$ cat src/hdl/usbprs_pkg.sv
// Shared codes and reset values for the USB port reset sequencer.
`default_nettype none

package usbprs_pkg;

  // Sequence phases as reported on the phase field
  localparam logic [2:0] PH_IDLE     = 3'd0;
  localparam logic [2:0] PH_DEBOUNCE = 3'd1;
  localparam logic [2:0] PH_RESET    = 3'd2;
  localparam logic [2:0] PH_DONE     = 3'd3;
  localparam logic [2:0] PH_ENABLED  = 3'd4;
  localparam logic [2:0] PH_FAILED   = 3'd5;

  // Reset kind written on drive_reset
  localparam logic [1:0] DRV_NONE  = 2'd0;
  localparam logic [1:0] DRV_PLAIN = 2'd1;
  localparam logic [1:0] DRV_WARM  = 2'd2;

  // Sequence outcomes
  localparam logic [3:0] OC_BUSY          = 4'd0;
  localparam logic [3:0] OC_SUCCESS       = 4'd1;
  localparam logic [3:0] OC_NOT_CONNECTED = 4'd2;
  localparam logic [3:0] OC_UNSTABLE      = 4'd3;
  localparam logic [3:0] OC_LOST          = 4'd4;
  localparam logic [3:0] OC_DISABLED      = 4'd5;
  localparam logic [3:0] OC_NOT_U0        = 4'd6;
  localparam logic [3:0] OC_SPEED_UNKNOWN = 4'd7;
  localparam logic [3:0] OC_NO_COMPLETION = 4'd8;
  localparam logic [3:0] OC_RESET_STUCK   = 4'd9;

  // Item function codes
  localparam logic FUNC_START = 1'b0;
  localparam logic FUNC_POLL  = 1'b1;

  // Port status codes
  localparam logic [3:0] LINK_U0       = 4'd0;
  localparam logic [3:0] SPEED_UNKNOWN = 4'd0;

  // Register word indexes (byte address / 4)
  localparam logic [1:0] REG_DEBOUNCE = 2'd0;
  localparam logic [1:0] REG_TIMEOUT  = 2'd1;
  localparam logic [1:0] REG_SS_CODE  = 2'd2;

  localparam int          TICK_W           = 12;
  localparam int          ADDR_W           = 4;
  localparam int          DATA_W           = 32;
  localparam int          COUNTER_WIDTH_DEF = 12;
  localparam logic [11:0] DEBOUNCE_RST     = 12'd100;
  localparam logic [11:0] TIMEOUT_RST      = 12'd500;
  localparam logic [3:0]  SS_CODE_RST      = 4'd4;

  localparam logic [5:0] NO_FLAGS = 6'd0;

endpackage

`default_nettype wire

$ cat src/hdl/usb_port_reset_sequencer.sv
// Top level of the USB port reset sequencer: register port, state update, result register.
`default_nettype none
// The result word is registered: it is valid in the cycle after its input word is accepted.
// Throughput: one word per cycle; the single state-update step between the input
//   handshake and the result register sets this, and input is held off only while
//   a result word is stalled at the output.
// Reset: synchronous rst returns the phase to idle, empties the result register and
//   loads the registers with debounce 100, timeout 500 and SuperSpeed code 4.

module usb_port_reset_sequencer
  import usbprs_pkg::*;
#(
  parameter int COUNTER_WIDTH = COUNTER_WIDTH_DEF
) (
  input  wire                 clk,
  input  wire                 rst,
  // register port
  input  wire                 psel,
  input  wire                 penable,
  input  wire                 pwrite,
  input  wire  [ADDR_W-1:0]   paddr,
  input  wire  [DATA_W-1:0]   pwdata,
  output logic [DATA_W-1:0]   prdata,
  output logic                pready,
  // input words
  input  wire                 in_valid,
  output logic                in_stall,
  input  wire                 func,
  input  wire                 connected,
  input  wire                 connect_change,
  input  wire                 port_enabled,
  input  wire                 reset_active,
  input  wire                 warm_reset_active,
  input  wire                 reset_change,
  input  wire                 warm_reset_change,
  input  wire  [3:0]          link_state,
  input  wire  [3:0]          port_speed,
  input  wire  [5:0]          change_flags,
  // result words
  output logic                out_valid,
  input  wire                 out_stall,
  output logic [2:0]          phase,
  output logic [1:0]          drive_reset,
  output logic [5:0]          clear_flags,
  output logic                finished,
  output logic [3:0]          outcome
);

  // Compare width wide enough for both the counters and the tick registers, so a
  // counter too narrow to reach a limit simply never meets it.
  localparam int CMP_W = (COUNTER_WIDTH > TICK_W) ? COUNTER_WIDTH : TICK_W;
  localparam logic [COUNTER_WIDTH-1:0] CNT_MAX = {COUNTER_WIDTH{1'b1}};

  // Configuration registers
  logic [TICK_W-1:0] debounce_ticks;
  logic [TICK_W-1:0] timeout_ticks;
  logic [3:0]        super_speed_code;

  // Sequence state
  logic [2:0]               seq_phase, seq_phase_next;
  logic                     is_superspeed, is_superspeed_next;
  logic [COUNTER_WIDTH-1:0] stable_count, stable_count_next;
  logic [COUNTER_WIDTH-1:0] phase_elapsed, phase_elapsed_next;
  logic                     completion_seen, completion_seen_next;

  // Result of this word
  logic [2:0] phase_next;
  logic [1:0] drive_next;
  logic [5:0] clear_next;
  logic       finished_next;
  logic [3:0] outcome_next;

  logic                     accept;
  logic [COUNTER_WIDTH-1:0] elapsed_inc;
  logic [COUNTER_WIDTH-1:0] stable_inc;
  logic [TICK_W-1:0]        debounce_limit;
  logic                     rbit, cbit, comp_now;
  logic                     port_good;

  // ---------------------------------------------------------------------------
  // Register port: no wait states, writes land on the access phase.
  // ---------------------------------------------------------------------------
  assign pready = 1'b1;

  always_ff @(posedge clk) begin
    if (rst) begin
      debounce_ticks   <= DEBOUNCE_RST;
      timeout_ticks    <= TIMEOUT_RST;
      super_speed_code <= SS_CODE_RST;
    end else if (psel && penable && pwrite) begin
      case (paddr[3:2])
        REG_DEBOUNCE: debounce_ticks   <= pwdata[TICK_W-1:0];
        REG_TIMEOUT:  timeout_ticks    <= pwdata[TICK_W-1:0];
        REG_SS_CODE:  super_speed_code <= pwdata[3:0];
        default: ;
      endcase
    end
  end

  always_comb begin
    case (paddr[3:2])
      REG_DEBOUNCE: prdata = {{(DATA_W-TICK_W){1'b0}}, debounce_ticks};
      REG_TIMEOUT:  prdata = {{(DATA_W-TICK_W){1'b0}}, timeout_ticks};
      REG_SS_CODE:  prdata = {{(DATA_W-4){1'b0}}, super_speed_code};
      default:      prdata = '0;
    endcase
  end

  // ---------------------------------------------------------------------------
  // Handshake: take a new word unless a result word is stuck at the output.
  // ---------------------------------------------------------------------------
  assign in_stall = out_valid && out_stall;
  assign accept   = in_valid && !in_stall;

  // Saturating tick counters
  assign elapsed_inc = (phase_elapsed == CNT_MAX) ? phase_elapsed
                                                  : phase_elapsed + 1'b1;
  assign stable_inc  = (stable_count == CNT_MAX) ? stable_count
                                                 : stable_count + 1'b1;
  // A debounce limit of zero acts as one
  assign debounce_limit = (debounce_ticks == '0) ? TICK_W'(1) : debounce_ticks;

  // Pick the reset bits that belong to the chosen reset kind
  assign rbit      = is_superspeed ? warm_reset_active : reset_active;
  assign cbit      = is_superspeed ? warm_reset_change : reset_change;
  assign comp_now  = completion_seen || cbit;
  assign port_good = port_enabled && (link_state == LINK_U0) &&
                     (port_speed != SPEED_UNKNOWN);

  // ---------------------------------------------------------------------------
  // Sequence step: one pass per accepted word.
  // ---------------------------------------------------------------------------
  always_comb begin
    seq_phase_next       = seq_phase;
    is_superspeed_next   = is_superspeed;
    stable_count_next    = stable_count;
    phase_elapsed_next   = phase_elapsed;
    completion_seen_next = completion_seen;
    drive_next           = DRV_NONE;
    clear_next           = NO_FLAGS;
    finished_next        = 1'b0;
    outcome_next         = OC_BUSY;

    if (func == FUNC_START) begin
      // A start always restarts the sequence counters and clears stale changes
      stable_count_next    = '0;
      phase_elapsed_next   = '0;
      completion_seen_next = 1'b0;
      clear_next           = change_flags;
      if (!connected) begin
        seq_phase_next = PH_FAILED;
        finished_next  = 1'b1;
        outcome_next   = OC_NOT_CONNECTED;
      end else begin
        is_superspeed_next = (port_speed == super_speed_code);
        seq_phase_next     = PH_DEBOUNCE;
      end
    end else begin
      case (seq_phase)
        PH_DEBOUNCE: begin
          clear_next        = {5'd0, connect_change};
          // Restart the stable count on a drop or a connect change
          stable_count_next = (!connected || connect_change) ? '0 : stable_inc;
          if (CMP_W'(stable_count_next) >= CMP_W'(debounce_limit)) begin
            seq_phase_next       = PH_RESET;
            phase_elapsed_next   = '0;
            completion_seen_next = 1'b0;
            drive_next           = is_superspeed ? DRV_WARM : DRV_PLAIN;
          end else begin
            phase_elapsed_next = elapsed_inc;
            if (CMP_W'(elapsed_inc) >= CMP_W'(timeout_ticks)) begin
              seq_phase_next = PH_FAILED;
              clear_next     = change_flags;
              finished_next  = 1'b1;
              outcome_next   = OC_UNSTABLE;
            end
          end
        end
        PH_RESET, PH_DONE: begin
          if (!connected) begin
            seq_phase_next = PH_FAILED;
            clear_next     = change_flags;
            finished_next  = 1'b1;
            outcome_next   = OC_LOST;
          end else begin
            completion_seen_next = comp_now;
            if (cbit && !completion_seen) begin
              seq_phase_next = PH_DONE;
            end
            if (comp_now && !rbit && port_good) begin
              seq_phase_next = PH_ENABLED;
              clear_next     = change_flags;
              finished_next  = 1'b1;
              outcome_next   = OC_SUCCESS;
            end else begin
              phase_elapsed_next = elapsed_inc;
              if (CMP_W'(elapsed_inc) >= CMP_W'(timeout_ticks)) begin
                // Out of polls: report the first check that still fails
                seq_phase_next = PH_FAILED;
                clear_next     = change_flags;
                finished_next  = 1'b1;
                if (!comp_now) begin
                  outcome_next = OC_NO_COMPLETION;
                end else if (rbit) begin
                  outcome_next = OC_RESET_STUCK;
                end else if (!port_enabled) begin
                  outcome_next = OC_DISABLED;
                end else if (link_state != LINK_U0) begin
                  outcome_next = OC_NOT_U0;
                end else begin
                  outcome_next = OC_SPEED_UNKNOWN;
                end
              end
            end
          end
        end
        default: ;  // idle, enabled, failed: polls change nothing
      endcase
    end

    phase_next = seq_phase_next;
  end

  // ---------------------------------------------------------------------------
  // State and result registers
  // ---------------------------------------------------------------------------
  always_ff @(posedge clk) begin
    if (rst) begin
      seq_phase       <= PH_IDLE;
      is_superspeed   <= 1'b0;
      stable_count    <= '0;
      phase_elapsed   <= '0;
      completion_seen <= 1'b0;
      out_valid       <= 1'b0;
    end else begin
      if (accept) begin
        seq_phase       <= seq_phase_next;
        is_superspeed   <= is_superspeed_next;
        stable_count    <= stable_count_next;
        phase_elapsed   <= phase_elapsed_next;
        completion_seen <= completion_seen_next;
        out_valid       <= 1'b1;
      end else if (!out_stall) begin
        // Drop the result once it has been taken
        out_valid <= 1'b0;
      end
    end
  end

  // Result payload: load only with a new word, hold otherwise
  always_ff @(posedge clk) begin
    if (accept) begin
      phase       <= phase_next;
      drive_reset <= drive_next;
      clear_flags <= clear_next;
      finished    <= finished_next;
      outcome     <= outcome_next;
    end
  end

  // ---------------------------------------------------------------------------
  // Checks
  // ---------------------------------------------------------------------------
  a_accept_gives_result: assert property (@(posedge clk) disable iff (rst)
    (in_valid && !in_stall) |=> out_valid)
    else $error("accepted word produced no result");

  a_start_unconnected_fails: assert property (@(posedge clk) disable iff (rst)
    (in_valid && !in_stall && func == FUNC_START && !connected) |=>
      (phase == PH_FAILED && outcome == OC_NOT_CONNECTED && finished))
    else $error("start without device did not fail");

  a_drive_only_on_reset_entry: assert property (@(posedge clk) disable iff (rst)
    (out_valid && drive_reset != DRV_NONE) |->
      (phase == PH_RESET && !finished && seq_phase == PH_RESET))
    else $error("reset driven outside reset entry");

  a_finished_is_terminal: assert property (@(posedge clk) disable iff (rst)
    (out_valid && finished) |->
      ((phase == PH_ENABLED || phase == PH_FAILED) && outcome != OC_BUSY))
    else $error("finished result with non-terminal phase");

endmodule

`default_nettype wire

$ cat config.mk
export PLATFORM = sky130hd
export DESIGN_NAME = usb_port_reset_sequencer
export DESIGN_NICKNAME = d
export VERILOG_FILES = /design/src/hdl/usbprs_pkg.sv /design/src/hdl/usb_port_reset_sequencer.sv
export SDC_FILE = /design/constraint.sdc
export NUM_CORES = 1
export LEC_CHECK = 0
export ABC_CLOCK_PERIOD_IN_PS = 7350
export BUFFER_PORTS_ARGS = -buffer_cell sky130_fd_sc_hd__buf_2
export CAP_MARGIN = 10
export CORE_MARGIN = 10
export CORE_UTILIZATION = 33
export CTS_CLUSTER_SIZE = 12
export DETAILED_ROUTE_END_ITERATION = 8
export GPL_TIMING_DRIVEN = 0
export HOLD_SLACK_MARGIN = 0.05
export MAX_ROUTING_LAYER = met4
export SETUP_SLACK_MARGIN = 0.5
export SLEW_MARGIN = 20
export SYNTH_ARGS = -nofsm -noshare
export SYNTH_HDL_FRONTEND = slang
export SYNTH_SLANG_ARGS = --single-unit
$ cat constraint.sdc
create_clock -name clk -period 7.35 [get_ports clk]
set_input_delay 2.205 -clock clk [delete_from_list [all_inputs] [get_ports clk]]
set_output_delay 2.205 -clock clk [all_outputs]
set_load 0.05 [all_outputs]
Word level (Yosys, flattened, before mapping)
Cells that the tools add are included.
- register bits: 74
- latch bits: 0
- memory bits (writable): 0
- bits in read-only memories: 0
- output and inout bits: 51
- word-level logic and storage cells: 118
- memories: 0
- $add $sub $neg: 2
- $mul: 0
- div/mod/pow operators: 0
- $lt $le $gt $ge: 2
- equal/unequal tests: 14
- shift operators: 0
- mux-type cells: 56
- bitwise gates (word level): 1
- reductions and logical operators: 29
- operators with widths (cell ; count):
    two-way mux 12 bit ; 10
    two-way mux 6 bit ; 6
    one-hot mux 12 bit (3 select lines) ; 1
    adder 12 x 1 -> 12 bit, second input constant ; 2
    == test 12 bit, second input constant ; 2
    greater-or-equal comparator 12 bit ; 2
    two-way mux 3 bit ; 8
    two-way mux 4 bit ; 6
    one-hot mux 12 bit (2 select lines) ; 1
    two-way mux 1 bit ; 14
    zero test 12 bit ; 1
    one-hot mux 6 bit (2 select lines) ; 1
    two-way mux 2 bit ; 5
    logical AND 1 bit ; 9
    != test 3 bit, second input constant ; 3
    one-hot mux 4 bit (2 select lines) ; 1
    AND reduction 2 bit ; 4
    AND reduction 4 bit ; 2
    nonzero test 4 bit ; 2
    == test 3 x 2 -> 1 bit, second input constant ; 2
    one-hot mux 3 bit (2 select lines) ; 1
    AND reduction 3 bit ; 2
    == test 4 bit ; 1
    zero test 1 bit ; 4
    other kinds (11) ; 14

Logic depth before layout (Yosys ltp)
- word-level depth: 10
- depth in mapped cells: 16
- depth with buffers taken out: 13

Worst setup path before layout
No wires, ideal clock.
- path kind: input -> output
- from: in paddr[2]
- to: out prdata[1]
- arrival time: 4.184 ns
- required time: 5.145 ns
- setup slack: 0.961 ns
- cell stages on the path: 4
- path buffers: 2
- path through: clkbuf_1 > buf_1 > mux2i_1 > o21ai_0
- longest elaborated chain between the ends: 2
- RTL lines (what ; RTL line ; text):
    from (decl) ; usb_port_reset_sequencer.sv:21 ; input wire [ADDR_W-1:0] paddr,
    == test 2 bit, or another cell as far along ; usb_port_reset_sequencer.sv:101 ; case (paddr[3:2])
    one-hot mux 12 bit (3 select lines) (*) ; usb_port_reset_sequencer.sv:101 ;
    to (decl) ; usb_port_reset_sequencer.sv:23 ; output logic [DATA_W-1:0] prdata,
Mark *: on every way between the ends. The rest lies on a longest branch, timed or not.

Final worst setup path
Ends and elaborated chain as after synthesis.

==> flow_metrics.py <==
metrics = {
    "outcome": {
        "outcome": "finished, final reports clean",
    },
    "timing": {
        "clock.fmax_ghz": 0.166,
        "maxSlewViolCount": 0,
        "worst_pin_slew_ns": 0.782,
        "maxSlewHeadroom": 0.477,
        "fin_skew_ns": 0.00552,
        "period_share": 0.822,
        "layout_setup_ws_ns": 1.31,
        "finalSetupTns_ns": 0,
        "fin_hold_ws_ns": 0.486,
        "hold_viol": 0,
        "setup_viol": 0,
        "period_needed_ns": 6.04,
        "rsz0062_at_grt": "false",
    },
    "yosys": {
        "yosys.area.top_type": "dfxtp_1",
        "ys_types": 71,
        "ys_ff_latch": 74,
        "ys_warn_count": 0,
        "postSynthCellCount": 551,
        "synth_top_area_frac": 0.251,
        "postSynthAreaPerCell_sq_um": 8.39,
        "synth.most_common_cell": "nand2_1",
        "synth_area_leaders": "dfxtp_1, edfxtp_1, ha_1",
        "netlist_top_cells_count": "nand2_1, dfxtp_1, nor2_1",
        "synth_edf_count": 16,
        "synth_area_sq_mm": 0.00462,
        "synth-main-ff-cell": "dfxtp_1",
        "yosysSeqAreaShare": 0.355,
        "synth-async-reset-ratio": 0,
    },
    "die": {
        "core_sq_mm": 0.0138,
        "die_area_sq_mm": 0.0191,
        "ios": 116,
        "rows": 43,
        "start_util": 0.334,
        "die_w_um": 138,
        "die_h_um": 138,
    },
    "routing": {
        "via_count": 4241,
        "drtIter0Drc": 315,
        "firstDrtPassIters": 5,
        "post_drt_wl_per_cell_um": 15.5,
        "drc_errors": 0,
        "ant_nets": 0,
        "drt_wl_total_um": 12900,
        "via_per_inst": 5.07,
    },
    "critical_path": {
        "startpoint_type": "input pin",
        "crit_path_cell_trace": "clkbuf_1, buf_1, mux2i_1, o21ai_0, buf_2",
        "cp_data_required_time_ns": 5.14,
        "timing_worst_setup_path_type": "in -> out",
        "cp-end-kind": "output pin",
        "cp_max_fo": 10,
        "crit_path_max_incr_delay_ns": 0.60,
        "arrival_ns": 3.84,
        "crit_path_top_delay_cell": "buf_1",
        "critPathTopFamily": "buffers and inverters",
        "crit_buf_inv": 3,
    },
    "flow_run": {
        "drv_cap": 0,
    },
    "clock_network": {
        "root_buffer": "clkbuf_16",
        "hold_buffers": 0,
        "cts_resized": 0,
        "cts_tree": "done",
        "h-tree-depth": 3,
        "path_clk_slew_ns": 0.06,
        "cts.path.max_buffers": 2,
        "clk_latency_ns": 0.34,
        "clock_sinks": 74,
        "cts_buffers": 9,
        "cts_setup_buffers": 0,
    },
    "global_route": {
        "antenna_found_initial": 0,
        "gr-usage-all-layers": 0.137,
        "overflow": 0,
        "grt_max_degree": 24,
        "grt_pass1_vias": 4244,
        "grt_pass1_wl_um": 21400,
    },
    "layout": {
        "final_cells": 837,
        "antenna_cells": 0,
        "area_growth_pct": 20.3,
        "drive_gt1_frac": 0.205,
        "nets": 743,
    },
    "worst_hold_path": {
        "hold_class": "reg -> reg",
    },
    "place": {
        "dpl.hpwl_um": 10400,
        "gp_congestion": 0.894,
        "place_inst": 821,
        "place_ws_ns": 1.33,
        "io_buffers": 71,
    },
    "power_and_ir_drop": {
        "p_per_area_mw_per_mm2": 181,
        "p_leak_nw": 2.35,
        "ir_worst_vdd_mv": 0.138,
    },
}
worst register-to-register path, stage by stage (launching register included):
cell and delay (ns):
dfxtp_1 0.40, ha_1 0.29, nand4_1 0.20, or3_1 0.45, buf_2 0.22, nand2_1 0.12, xor2_1 0.15, nor2_1 0.05
ha_1 0.32, a211oi_1 0.23, o21ai_1 0.10, a41oi_1 0.39, o21ai_0 0.32, o2111ai_1 0.28, o211ai_1 0.11
per-layer routing:
metal / up-vias / track usage / part of all wire
li1: 2117 / - / -
met1: 2007 / 0.169 / 0.47
met2: 101 / 0.221 / 0.48
met3: 16 / 0.0182 / 0.040
met4: 0 / 0.0538 / 0.017
met5: - / - / 0
final timing paths:
path | startpoint | to | slack [ns] | depth (start not counted)
worst max-delay path | paddr[2] | prdata[1] | 1.31 | 5
worst max register to register | stable_count[1] | clear_flags[0] | 3.46 | 14
worst min register to register | timeout_ticks[1] | timeout_ticks[1] | 0.49 | 2
worst min-delay path | timeout_ticks[1] | timeout_ticks[1] | 0.49 | 2
metrics by stage:
stage,total power [mW],area (sq um),utilization
floorplan,0.543,4690,-
global placement,0.580,5270,0.381
detailed placement,0.581,5270,0.381
CTS,1.01,5560,0.402
global route,1.04,5560,0.402
finish,1.01,5560,0.402
registers in the layout, indices dropped and copies added, names as in the netlist, 2 cells and up:
name              count
debounce_ticks       12
phase_elapsed        12
stable_count         12
timeout_ticks        12
clear_flags           6
outcome               4
super_speed_code      4
phase                 3
seq_phase             3
drive_reset           2
cell families (layout without fill, tap and decap cells):
family	count (synthesis)	in the layout	share of synthesized area
buffers and inverters	76	163	0.0836
other	2	21	0.00162
adders and majority gates	26	26	0.0704
DFF	74	74	0.355
xor gates and xnor gates	17	17	0.0322
AOI/OAI and AO/OA	124	124	0.189
and+or+nand+nor	208	208	0.215
muxes	24	24	0.0531
layout by cell type (no fill, tap or decap), types with 2 or more instances in the layout:
| cell type | netlist | routed |
|---|---|---|
| inv_1 | 30 | 30 |
| and3_1 | 6 | 6 |
| buf_1 | 3 | 3 |
| and2_1 | 4 | 4 |
| mux2_2 | 4 | 4 |
| clkbuf_1 | 12 | 14 |
| nand4_1 | 9 | 9 |
| a22o_1 | 13 | 13 |
| o211ai_1 | 11 | 11 |
| edfxtp_1 | 16 | 16 |
| nor4_1 | 3 | 3 |
| xnor2_1 | 9 | 9 |
| o21ai_1 | 2 | 2 |
| a211oi_1 | 3 | 3 |
| nor3b_1 | 2 | 2 |
| o21ai_0 | 15 | 15 |
| mux2i_1 | 20 | 20 |
| clkinv_2 | 0 | 2 |
| o31ai_1 | 2 | 2 |
| a22oi_1 | 4 | 4 |
| dfxtp_1 | 58 | 58 |
| nand2b_1 | 2 | 2 |
| nor2b_1 | 9 | 9 |
| or3_1 | 3 | 3 |
| conb_1 | 2 | 21 |
| nand3_1 | 18 | 18 |
| xor2_1 | 8 | 8 |
| o21a_1 | 7 | 7 |
| a31oi_1 | 3 | 3 |
| nand2_1 | 82 | 82 |
| a21o_1 | 2 | 2 |
| a21oi_1 | 40 | 40 |
| nor2_1 | 44 | 44 |
| a211o_1 | 2 | 2 |
| o2111ai_1 | 4 | 4 |
| buf_2 | 5 | 76 |
| ha_1 | 26 | 26 |
| nor3_1 | 12 | 12 |
| buf_4 | 23 | 23 |
| clkbuf_16 | 0 | 9 |
layout make-up:
| class | instances | area (sq um) |
|---|---|---|
| Clock buffer | 11 | 233 |
| Fill cell | 1419 | 8270 |
| Buffer | 45 | 270 |
| Tap cell | 180 | 225 |
| Inverter | 31 | 116 |
| Clock inverter | 5 | 55.1 |
| Timing Repair Buffer | 71 | 355 |
| Multi-Input combinational cell | 420 | 2670 |
| Sequential cell | 74 | 1640 |
power by group:
part           internal, mW  switching, mW  total (mW)
Combinational        0.0396          0.103       0.143
Clock                 0.263          0.173       0.436
Sequential            0.425        0.00538       0.430
(Power assumes the default switching activity.)
